[src/beacon_range_tracking_table_top_macros.svh]
// assertion macros shared by the beacon range tracking table rtl
`ifndef BEACON_RANGE_TRACKING_TABLE_TOP_MACROS_SVH
`define BEACON_RANGE_TRACKING_TABLE_TOP_MACROS_SVH
`ifndef SYNTH
`define BRT_ASSERT_IMP(lbl, clk, rst, ante, cons) \
   lbl: assert property (@(posedge clk) disable iff (rst) (ante) |-> (cons)) \
      else $error("same cycle check failed");
`define BRT_ASSERT_NXT(lbl, clk, rst, ante, cons) \
   lbl: assert property (@(posedge clk) disable iff (rst) (ante) |=> (cons)) \
      else $error("next cycle check failed");
`else
`define BRT_ASSERT_IMP(lbl, clk, rst, ante, cons)
`define BRT_ASSERT_NXT(lbl, clk, rst, ante, cons)
`endif
`endif

[src/brt_pkg.sv]
// shared types, constants and distance table of the beacon range tracking table
package brt_pkg;

   localparam int MAX_ENTRIES_DEF   = 32;
   localparam int HISTORY_DEPTH_DEF = 8;

   localparam int DIST_W   = 24;
   localparam int SLOT_W   = 5;
   localparam int ACTIVE_W = 6;
   localparam int STATUS_W = 3;

   localparam logic [63:0] PREFIX_HEAD  = 64'h0201_041A_FF4C_0002;
   localparam logic [7:0]  PREFIX_BYTE8 = 8'h15;
   localparam logic [7:0]  DEFAULT_TX_RESET = 8'hC4;
   localparam logic [DIST_W-1:0] DIST_MAX = 24'hFF_FFFF;

   localparam logic ACT_REGISTER = 1'b0;
   localparam logic ACT_SCAN     = 1'b1;

   localparam logic REG_DEFAULT_TX = 1'b0;

   typedef enum logic [STATUS_W-1:0] {
      ST_OBSERVED   = 3'd0,
      ST_REGISTERED = 3'd1,
      ST_PRESENT    = 3'd2,
      ST_NOT_BEACON = 3'd3,
      ST_FULL       = 3'd4
   } status_type;

   typedef struct packed {
      logic capture;
      logic walk;
      logic decide;
      logic meta_read;
      logic load_avg;
      logic sample;
      logic sum;
      logic div_start;
      logic finish;
      logic respond;
   } dp_cmd_type;

   typedef struct packed {
      logic is_scan;
      logic beacon_ok;
      logic hit;
      logic free_found;
      logic walk_done;
      logic sum_done;
      logic div_done;
   } dp_status_type;

   // distance table covers tx - rssi from -80 to 96 db
   localparam int RANGE_POINTS = 177;
   localparam int RANGE_MIN_DB = -80;
   localparam int RANGE_MAX_DB = 96;

   typedef logic [DIST_W-1:0] range_lut_type [RANGE_POINTS];

   function automatic logic [63:0] tenth_db_root(input int r);
      case (r)
         0: return 64'd1000000000;
         1: return 64'd1122018454;
         2: return 64'd1258925412;
         3: return 64'd1412537545;
         4: return 64'd1584893192;
         5: return 64'd1778279410;
         6: return 64'd1995262315;
         7: return 64'd2238721139;
         8: return 64'd2511886432;
         9: return 64'd2818382931;
         10: return 64'd3162277660;
         11: return 64'd3548133892;
         12: return 64'd3981071706;
         13: return 64'd4466835922;
         14: return 64'd5011872336;
         15: return 64'd5623413252;
         16: return 64'd6309573445;
         17: return 64'd7079457844;
         18: return 64'd7943282347;
         default: return 64'd8912509381;
      endcase
   endfunction

   function automatic range_lut_type build_range_lut();
      range_lut_type lut;
      int i;
      int j;
      int e;
      int k;
      int r;
      int q;
      logic [63:0] num;
      logic [63:0] val;
      for (i = 0; i < RANGE_POINTS; i++) begin
         e = i + RANGE_MIN_DB + 100;
         k = e / 20;
         r = e % 20;
         q = k - 5;
         num = tenth_db_root(r) * 64'd256;
         if (q >= 0) begin
            for (j = 0; j < q; j++) begin
               num = num * 64'd10;
            end
            val = (num + 64'd500000000) / 64'd1000000000;
         end else begin
            case (q)
               -1: val = (num + 64'd5000000000) / 64'd10000000000;
               -2: val = (num + 64'd50000000000) / 64'd100000000000;
               -3: val = (num + 64'd500000000000) / 64'd1000000000000;
               default: val = (num + 64'd5000000000000) / 64'd10000000000000;
            endcase
         end
         lut[i] = (val > 64'(DIST_MAX)) ? DIST_MAX : val[DIST_W-1:0];
      end
      return lut;
   endfunction

   localparam range_lut_type RANGE_LUT = build_range_lut();

endpackage

[src/brt_ctrl.sv]
// sequencing state machine of the beacon range tracking table
`include "beacon_range_tracking_table_top_macros.svh"
module brt_ctrl (
   input  logic                   clock,
   input  logic                   reset,
   input  logic                   start,
   output logic                   busy,
   input  brt_pkg::dp_status_type sts,
   output brt_pkg::dp_cmd_type    cmd
);
   import brt_pkg::*;

   typedef enum logic [9:0] {
      S_IDLE    = 10'b00_0000_0001,
      S_WALK    = 10'b00_0000_0010,
      S_DECIDE  = 10'b00_0000_0100,
      S_META    = 10'b00_0000_1000,
      S_LOADAVG = 10'b00_0001_0000,
      S_SAMPLE  = 10'b00_0010_0000,
      S_SUM     = 10'b00_0100_0000,
      S_DIVGO   = 10'b00_1000_0000,
      S_DIV     = 10'b01_0000_0000,
      S_DONE    = 10'b10_0000_0000
   } state_type;

   state_type state_ff;
   state_type state_in;

   always_comb begin
      state_in = state_ff;
      case (state_ff)
         S_IDLE: begin
            if (start) begin
               state_in = S_WALK;
            end
         end
         S_WALK: begin
            if (sts.walk_done) begin
               state_in = S_DECIDE;
            end
         end
         S_DECIDE: begin
            if (!sts.is_scan) begin
               state_in = sts.hit ? S_META : S_DONE;
            end else if (sts.beacon_ok && (sts.hit || sts.free_found)) begin
               state_in = S_META;
            end else begin
               state_in = S_DONE;
            end
         end
         S_META: state_in = sts.is_scan ? S_SAMPLE : S_LOADAVG;
         S_LOADAVG: state_in = S_DONE;
         S_SAMPLE: state_in = S_SUM;
         S_SUM: begin
            if (sts.sum_done) begin
               state_in = S_DIVGO;
            end
         end
         S_DIVGO: state_in = S_DIV;
         S_DIV: begin
            if (sts.div_done) begin
               state_in = S_DONE;
            end
         end
         S_DONE: state_in = S_IDLE;
         default: state_in = S_IDLE;
      endcase
   end

   always_ff @(posedge clock) begin
      if (reset) begin
         state_ff <= S_IDLE;
      end else begin
         state_ff <= state_in;
      end
   end

   assign busy          = (state_ff != S_IDLE);
   assign cmd.capture   = (state_ff == S_IDLE) && start;
   assign cmd.walk      = (state_ff == S_WALK);
   assign cmd.decide    = (state_ff == S_DECIDE);
   assign cmd.meta_read = (state_ff == S_META);
   assign cmd.load_avg  = (state_ff == S_LOADAVG);
   assign cmd.sample    = (state_ff == S_SAMPLE);
   assign cmd.sum       = (state_ff == S_SUM);
   assign cmd.div_start = (state_ff == S_DIVGO);
   assign cmd.finish    = (state_ff == S_DIV) && sts.div_done;
   assign cmd.respond   = (state_ff == S_DONE);

   `BRT_ASSERT_NXT(a_start_walk, clock, reset, start && !busy, state_ff == S_WALK)
   `BRT_ASSERT_NXT(a_done_idle, clock, reset, state_ff == S_DONE, state_ff == S_IDLE)
   `BRT_ASSERT_IMP(a_div_in_wait, clock, reset, sts.div_done, state_ff == S_DIV)
   `BRT_ASSERT_IMP(a_sum_in_sum, clock, reset, sts.sum_done, state_ff == S_SUM)
endmodule

[config.mk]
export PLATFORM = sky130hd
export DESIGN_NAME = brt_ctrl
export DESIGN_NICKNAME = d
export VERILOG_FILES = /design/src/brt_pkg.sv /design/src/brt_ctrl.sv
export VERILOG_INCLUDE_DIRS = /design/src /design/src/src
export SDC_FILE = /design/constraint.sdc
export NUM_CORES = 1
export LEC_CHECK = 0
export ABC_CLOCK_PERIOD_IN_PS = 1600
export BUFFER_PORTS_ARGS = -buffer_cell sky130_fd_sc_hd__buf_2
export CELL_PAD_IN_SITES_DETAIL_PLACEMENT = 0
export CELL_PAD_IN_SITES_GLOBAL_PLACEMENT = 1
export CORE_MARGIN = 2
export CORE_UTILIZATION = 30
export DETAILED_ROUTE_END_ITERATION = 10
export PLACE_DENSITY = 0.69
export REMOVE_ABC_BUFFERS = 1
export SLEW_MARGIN = 20
export SYNTH_ARGS = -nofsm -noshare
export SYNTH_HDL_FRONTEND = slang
export SYNTH_SLANG_ARGS = --single-unit
[constraint.sdc]
create_clock -name clock -period 1.6 [get_ports clock]
set_input_delay 0.32 -clock clock [delete_from_list [all_inputs] [get_ports clock]]
set_output_delay 0.32 -clock clock [all_outputs]
set_load 0.05 [all_outputs]
# Word-level counts from Yosys, hierarchy flattened
# Cells that the tools add are included.
dict set report word_totals {
  ff_bits 10
}
dict set report op_classes {
  mux 9
  n_reduce_logical 5
  eq_ne 15
}
# op n
set op_table {}
lappend op_table {{$pmux 10 s9} 1}
lappend op_table {{$mux 10} 7}
lappend op_table {{$eq 10x1->1 const B} 1}
lappend op_table {{$eq 10x10->1 const B} 1}
lappend op_table {{$eq 10x2->1 const B} 1}
lappend op_table {{$eq 10x3->1 const B} 1}
lappend op_table {{$eq 10x4->1 const B} 1}
lappend op_table {{$eq 10x5->1 const B} 1}
lappend op_table {{$eq 10x6->1 const B} 1}
lappend op_table {{$eq 10x7->1 const B} 1}
lappend op_table {{$eq 10x8->1 const B} 1}
lappend op_table {{$eq 10x9->1 const B} 1}
lappend op_table {{$ne 10x1->1 const B} 1}
lappend op_table {{$ne 2x2->1 const B} 4}
lappend op_table {{$mux 6} 1}
lappend op_table {{$reduce_and 4->1} 1}
lappend op_table {{$logic_and 1x1->1} 3}
lappend op_table {{$logic_or 1x1->1} 1}

# Depth between registers and ports, before layout
# Gate-level depths: netlist of the first run.
dict set report logic_depth {
  depth_word 5
  mapped_depth 5
}

# Worst setup path before layout of the first run
# No wires, ideal clock.
dict set report synth_path {
  path_kind {register to register}
  start {register state_ff[6]}
  end {register state_ff[3]}
  setup_ns 0.082
  t_arrival_ns 2.769
  path_slack_ns -1.251
  path_buffers 1
  period_less_slack_ns 2.851
  path_stages_with_launch 5
  path_cell_list {dfxtp_1 > clkbuf_1 > or3_1 > nor4_1 > nor3b_1}
}
# item line
set synth_rtl {}
lappend synth_rtl {{start, declared} brt_ctrl.sv:26} ;# state_type state_ff;
lappend synth_rtl {{start signal, assigned} brt_ctrl.sv:74} ;# state_ff <= state_in;

==> flow_metrics.py, run 1 <==
metrics = {
    "outcome": {
        "status": "complete, but fails checks",
        "violations": "negative setup slack",
    },
    "setup_path": {
        "critPathLaunchType": "flip-flop",
        "worstPathCellList": "nor3_4, nand2_2, nor4bb_4, buf_4, buf_8",
        "path_class": "reg -> out",
        "cp-end-kind": "output pin",
        "crit_arrival_ns": 1.63,
        "slowest_delay_ns": 0.39,
        "slowest_stage": "dfxtp_4",
        "crit_required_ns": 1.28,
        "path_max_fanout": 7,
    },
    "sta": {
        "finalCritPeriodShare_pct": 122,
        "worst_slack_ns": -0.352,
        "tightest_slew_ns": 0.281,
        "finalMaxSlewViolations": 0,
        "max_freq_ghz": 0.512,
        "skew_ns": 0.00412,
        "hold_viol": 0,
        "slew_headroom_pct": 81.2,
        "rsz0062_at_grt": "true",
        "setup_tns_ns": -2.58,
        "setup-violations-final": 12,
        "min_period_ns": 1.95,
    },
    "power": {
        "switchingPower_uw": 204,
        "fin_total_pwr_uw": 692,
        "p_int_uw": 488,
        "p_comb_share_pct": 27.4,
        "peakVddDrop_v": 0.000413,
        "swShare_pct": 29.5,
        "power_density_mw_per_mm2": 524,
        "p_seq_share_pct": 38.4,
        "clkPwrFrac_pct": 34.1,
        "leakage_nw": 0.625,
    },
    "synthesis": {
        "synth_top_area_share_pct": 31.2,
        "synth_area_leaders": "dfxtp_1 31%, nor3_1 6.2%, nor2_1 5.8%, inv_1 4.7%, xor2_1 4.1%",
        "synth-seq-cells": 10,
        "synth_edf_count": 0,
        "synth_seq_area_share_pct": 31.2,
        "ys.flop_type": "dfxtp_1",
        "postSynthCellCount": 85,
        "post-synth-top-area-cell": "dfxtp_1",
        "synthArstFlopShare_pct": 0,
        "yosys_warnings": 0,
        "avgSynthCellArea_sq_um": 7.55,
        "syn-cell-area_sq_um": 642,
        "synth_cell_type_count": 32,
        "ys_top_cells_by_count": "10 x dfxtp_1, 10 x nor2_1, 8 x inv_1, 8 x nor3_1",
    },
    "cts": {
        "root_buffer": "clkbuf_4",
        "cts_buffers": 3,
        "cts.clk_slew.worst_paths_ns": 0.07,
        "clkLatencyLatePin_ns": 0.27,
        "clock_path_buffers": 2,
        "cts_sinks": 10,
        "h-tree-depth": 1,
        "holdBufCountCts": 0,
        "cts_tree": "yes",
    },
    "finish": {
        "antennaDiodeCount": 0,
        "layoutNonFillerInstCount": 169,
        "largest_register_ffs": 10,
        "finalInstanceArea_sq_mm": 0.00132,
        "top_regs": "state_ff: 10 flops",
        "fillers": 167,
        "largest-register": "state_ff",
        "nets": 153,
        "area_growth_pct": 106,
        "drive_gt1_share_pct": 64.1,
    },
    "detailed_routing": {
        "wl_per_cell_um": 13.7,
        "drcViolationCount": 0,
        "drt_iter0_drc": 8,
        "drt_wl_total_um": 2310,
        "ant_nets": 0,
        "vias": 867,
        "dr.pass1.iters": 4,
        "via_per_inst": 5.13,
    },
    "floorplanning": {
        "rows": 16,
        "pin_count": 21,
        "initial_core_util_pct": 32.4,
        "die_h_um": 50.3,
        "dieArea_sq_mm": 0.00253,
        "die_x_um": 50.3,
        "coreArea_sq_mm": 0.00198,
    },
    "hold_path": {
        "hp-class": "in -> reg",
    },
    "flow_run": {
        "maxCapViolCount": 0,
    },
    "global_routing": {
        "grt_pass1_wl_um": 3670,
        "gr-usage-all-layers_pct": 19.5,
        "grt_max_degree": 8,
        "grt_pass1_vias": 859,
        "antenna_found_initial": 0,
        "grt_overflow_total": 0,
    },
    "placed_design": {
        "gp_congestion": 0.807,
        "place_area_sq_um": 936,
        "io_buffers": 20,
        "dp_hpwl_um": 1510,
        "dp_cells": 152,
    },
}
## stage by stage
stage          setup slack (ns)  util [%]  hold slack [ns]
5_1_grt                  -0.425      66.6            0.231
4_1_cts                  -0.267      62.1            0.229
3_3_place_gp             -0.157      47.2            0.517
3_5_place_dp             -0.162      47.2            0.522
6_report                 -0.352      66.6            0.233
2_1_floorplan             -1.16         -            0.396
## power groups by stage
stage | Sequential, mW | Clock [mW] | Combinational, mW
after floorplan | 0.267 | 0 | 0.0769
after global placement | 0.267 | 0 | 0.132
after detailed placement | 0.267 | 0 | 0.132
after CTS | 0.265 | 0.237 | 0.173
after global routing | 0.267 | 0.256 | 0.204
final | 0.266 | 0.236 | 0.190
## critical path, delay by kind of cell (launching register included)
kind,cells,cell delay (ns)
AND/OR/NAND/NOR,3,0.65
buffers and inverters,2,0.31
flip-flops,1,0.39
## layer usage
layer	track usage (%)	part of all wire (%)	wire length (um)
met5	0	0	0
met4	4.17	1.3	30
met1	21.4	40	929
met2	36.6	54	1250
met3	5.65	4.3	99
## worst paths after layout
path / slack [ns] / cells after the start / startpoint / end
max: -0.35 / 5 / state_ff[1]$_SDFFE_PP0P_ / cmd[2]
min: 0.23 / 2 / sts[6] / state_ff[4]$_SDFFE_PP0P_
max reg2reg: -0.11 / 5 / state_ff[6]$_SDFFE_PP0P_ / state_ff[0]$_SDFFE_PP1P_
min reg2reg: 0.68 / 2 / state_ff[9]$_SDFFE_PP0P_ / state_ff[0]$_SDFFE_PP1P_
## area by class of cell
class	instances	area [sq um]	share of cell area (%)
clock buffers	4	36.3	2.75
inverters	8	30.0	2.27
multi-input cells	62	523	39.6
flip-flops and latches	10	220	16.7
well taps	27	33.8	2.56
repair buffers	58	477	36.1
## cells by family after synthesis
logic type / count (synthesis) / share of synthesized area [%]
AOI/OAI and AO/OA: 12 / 14.4
xor gates and xnor gates: 3 / 4.09
DFF: 10 / 31.2
and+or+nand+nor: 47 / 41.3
buffers and inverters: 13 / 8.97
## what timing repair did
action,4_1_cts,5_1_grt
pin swaps,10,9
buffers inserted,10,4
setup endpoints to repair,15,16
resized for setup,51,15
## cell usage in the layout, fill, tap and decap left out, types with 3 or more instances in the layout
cell type   n
dfxtp_4     4
xor2_1      3
nor2_1      7
nor2_2      3
dfxtp_2     4
buf_4      35
buf_2       9
clkbuf_4    3
buf_6      11
inv_1       8
nand4_1     3
buf_8       3
nor3_1      5
(Power assumes the default switching activity.)
==> run 2, diff against run 1 <==
--- a/config.mk
+++ b/config.mk
@@ -8,11 +8,13 @@
 export LEC_CHECK = 0
 export ABC_CLOCK_PERIOD_IN_PS = 1600
 export BUFFER_PORTS_ARGS = -buffer_cell sky130_fd_sc_hd__buf_2
+export CAP_MARGIN = 20
 export CELL_PAD_IN_SITES_DETAIL_PLACEMENT = 0
 export CELL_PAD_IN_SITES_GLOBAL_PLACEMENT = 1
 export CORE_MARGIN = 2
 export CORE_UTILIZATION = 30
 export DETAILED_ROUTE_END_ITERATION = 10
+export MAX_ROUTING_LAYER = met4
 export PLACE_DENSITY = 0.69
 export REMOVE_ABC_BUFFERS = 1
 export SLEW_MARGIN = 20
==> flow_metrics.py, run 2 (synthesis results as in run 1) <==
metrics = {
    "setup_path": {
        "path_class": "reg -> out",
        "rr_endpoint": "state_ff[0]$_SDFFE_PP1P_",
        "cp-end-kind": "output pin",
        "crit_arrival_ns": 1.63,
        "crit_required_ns": 1.28,
        "r2r_slack_ns": -0.11,
        "path_max_fanout": 7,
        "critPathLaunchType": "flip-flop",
        "reg2reg_from": "state_ff[6]$_SDFFE_PP0P_",
        "reg2regPathDepth": 5,
    },
    "sta": {
        "setup-violations-final": 12,
        "skew_ns": 0.00411,
        "tightest_slew_ns": 0.281,
        "rsz0062_at_grt": "true",
        "worst_slack_ns": -0.352,
        "hold_viol": 0,
        "min_period_ns": 1.95,
        "finalCritPeriodShare_pct": 122,
        "finalMaxSlewViolations": 0,
        "max_freq_ghz": 0.512,
        "slew_headroom_pct": 81.2,
        "whs_ns": 0.233,
    },
    "detailed_routing": {
        "vias": 867,
        "ant_nets": 0,
        "wl_per_cell_um": 13.7,
        "via_per_inst": 5.13,
        "drt_iter0_drc": 8,
        "dr.pass1.iters": 4,
        "drcViolationCount": 0,
        "drt_wl_total_um": 2310,
    },
    "cts": {
        "cts_tree": "yes",
        "cts_buffers": 3,
        "holdBufCountCts": 0,
        "cts_sinks": 10,
        "clock_path_buffers": 2,
        "root_buffer": "clkbuf_4",
        "cts.clk_slew.worst_paths_ns": 0.07,
        "h-tree-depth": 1,
        "clkLatencyLatePin_ns": 0.27,
    },
    "floorplanning": {
        "die_x_um": 50.3,
        "coreArea_sq_mm": 0.00198,
        "initial_core_util_pct": 32.4,
        "die_h_um": 50.3,
        "pin_count": 21,
        "rows": 16,
        "dieArea_sq_mm": 0.00253,
    },
    "finish": {
        "area_growth_pct": 106,
        "final_cell_mix": "35 x buf_4, 11 x buf_6, 9 x buf_2, 8 x inv_1, 7 x nor2_1",
        "layoutNonFillerInstCount": 169,
        "largest_register_ffs": 10,
        "top_regs": "state_ff: 10 flops",
        "antennaDiodeCount": 0,
        "drive_gt1_share_pct": 64.1,
        "nets": 153,
        "largest-register": "state_ff",
        "layout_commonest_cell": "buf_4",
    },
    "outcome": {
        "status": "complete, but fails checks",
        "violations": "negative setup slack",
    },
    "global_routing": {
        "grt_pass1_wl_um": 3670,
        "antenna_found_initial": 0,
        "grt_max_degree": 8,
        "grt_overflow_total": 0,
        "gr-usage-all-layers_pct": 20.1,
        "grt_pass1_vias": 859,
    },
    "power": {
        "leakage_nw": 0.625,
        "power_density_mw_per_mm2": 524,
        "peakVddDrop_v": 0.000413,
    },
    "hold_path": {
        "min_from": "sts[6]",
        "hp-class": "in -> reg",
        "hold_depth": 2,
        "hold_end": "state_ff[4]$_SDFFE_PP0P_",
    },
    "placed_design": {
        "gp_congestion": 0.819,
        "dp_cells": 152,
        "io_buffers": 20,
        "dp_hpwl_um": 1510,
    },
    "flow_run": {
        "maxCapViolCount": 0,
    },
}
[run 2: cell counts in the layout (fill, tap and decap cells not counted)]
Identical to the previous run, type by type.
[run 2: report_power, final]
group | switching, mW | leakage [nW] | internal [mW] | total [mW]
clock | 0.0977 | 0.0210 | 0.138 | 0.236
combinational | 0.0919 | 0.519 | 0.0978 | 0.190
sequential | 0.0141 | 0.0854 | 0.252 | 0.266
total | 0.204 | 0.625 | 0.488 | 0.691
[run 2: cell type report]
| type | instances | area (sq um) |
|---|---|---|
| well taps | 27 | 33.8 |
| repair buffers | 58 | 477 |
| fillers | 167 | 662 |
| clock buffers | 4 | 36.3 |
| flip-flops and latches | 10 | 220 |
| multi-input cells | 62 | 523 |
| inverters | 8 | 30.0 |
[run 2: worst max path at each step]
stage / cells past startpoint / to / startpoint / slack, ns
finish: 5 / cmd[2] / state_ff[1]$_SDFFE_PP0P_ / -0.35
global route: 5 / cmd[2] / state_ff[1]$_SDFFE_PP0P_ / -0.42
CTS: 4 / cmd[5] / state_ff[6]$_SDFFE_PP0P_ / -0.27
detailed placement: 4 / cmd[5] / state_ff[6]$_SDFFE_PP0P_ / -0.16
global placement: 5 / cmd[2] / state_ff[1]$_SDFFE_PP0P_ / -0.16
floorplan: 3 / state_ff[3]$_SDFFE_PP0P_ / state_ff[6]$_SDFFE_PP0P_ / -1.16
[run 2: per-layer routing]
| layer | vias up | GRT usage [%] | wire length, um |
|---|---|---|---|
| met2 | 19 | 36.6 | 1250 |
| li1 | 423 | - | - |
| met5 | - | - | 0 |
| met4 | 0 | 4.17 | 30 |
| met1 | 421 | 21.5 | 929 |
| met3 | 4 | 5.36 | 97 |
[run 2: what timing repair did]
action / CTS / global route
setup endpoints to repair: 15 / 16
gates resized for setup: 51 / 15
pin swaps: 10 / 9
buffers inserted: 10 / 4
[run 2: through the flow]
| step | utilization [%] | cell area (sq um) | total power [mW] | setup slack (ns) | TNS [ns] |
|---|---|---|---|---|---|
| floorplan | - | 614 | 0.343 | -1.16 | -8.33 |
| global placement | 47.2 | 936 | 0.399 | -0.157 | -0.813 |
| detailed placement | 47.2 | 936 | 0.400 | -0.162 | -0.866 |
| CTS | 62.1 | 1230 | 0.674 | -0.267 | -2.35 |
| global route | 66.6 | 1320 | 0.727 | -0.425 | -3.73 |
| finish | 66.6 | 1320 | 0.691 | -0.352 | -2.58 |
[run 2: worst max-delay path, stage by stage (launching register included)]
cell and delay (ns):
dfxtp_4 0.39, nor3_4 0.22, nand2_2 0.11, nor4bb_4 0.32, buf_4 0.17, buf_8 0.14
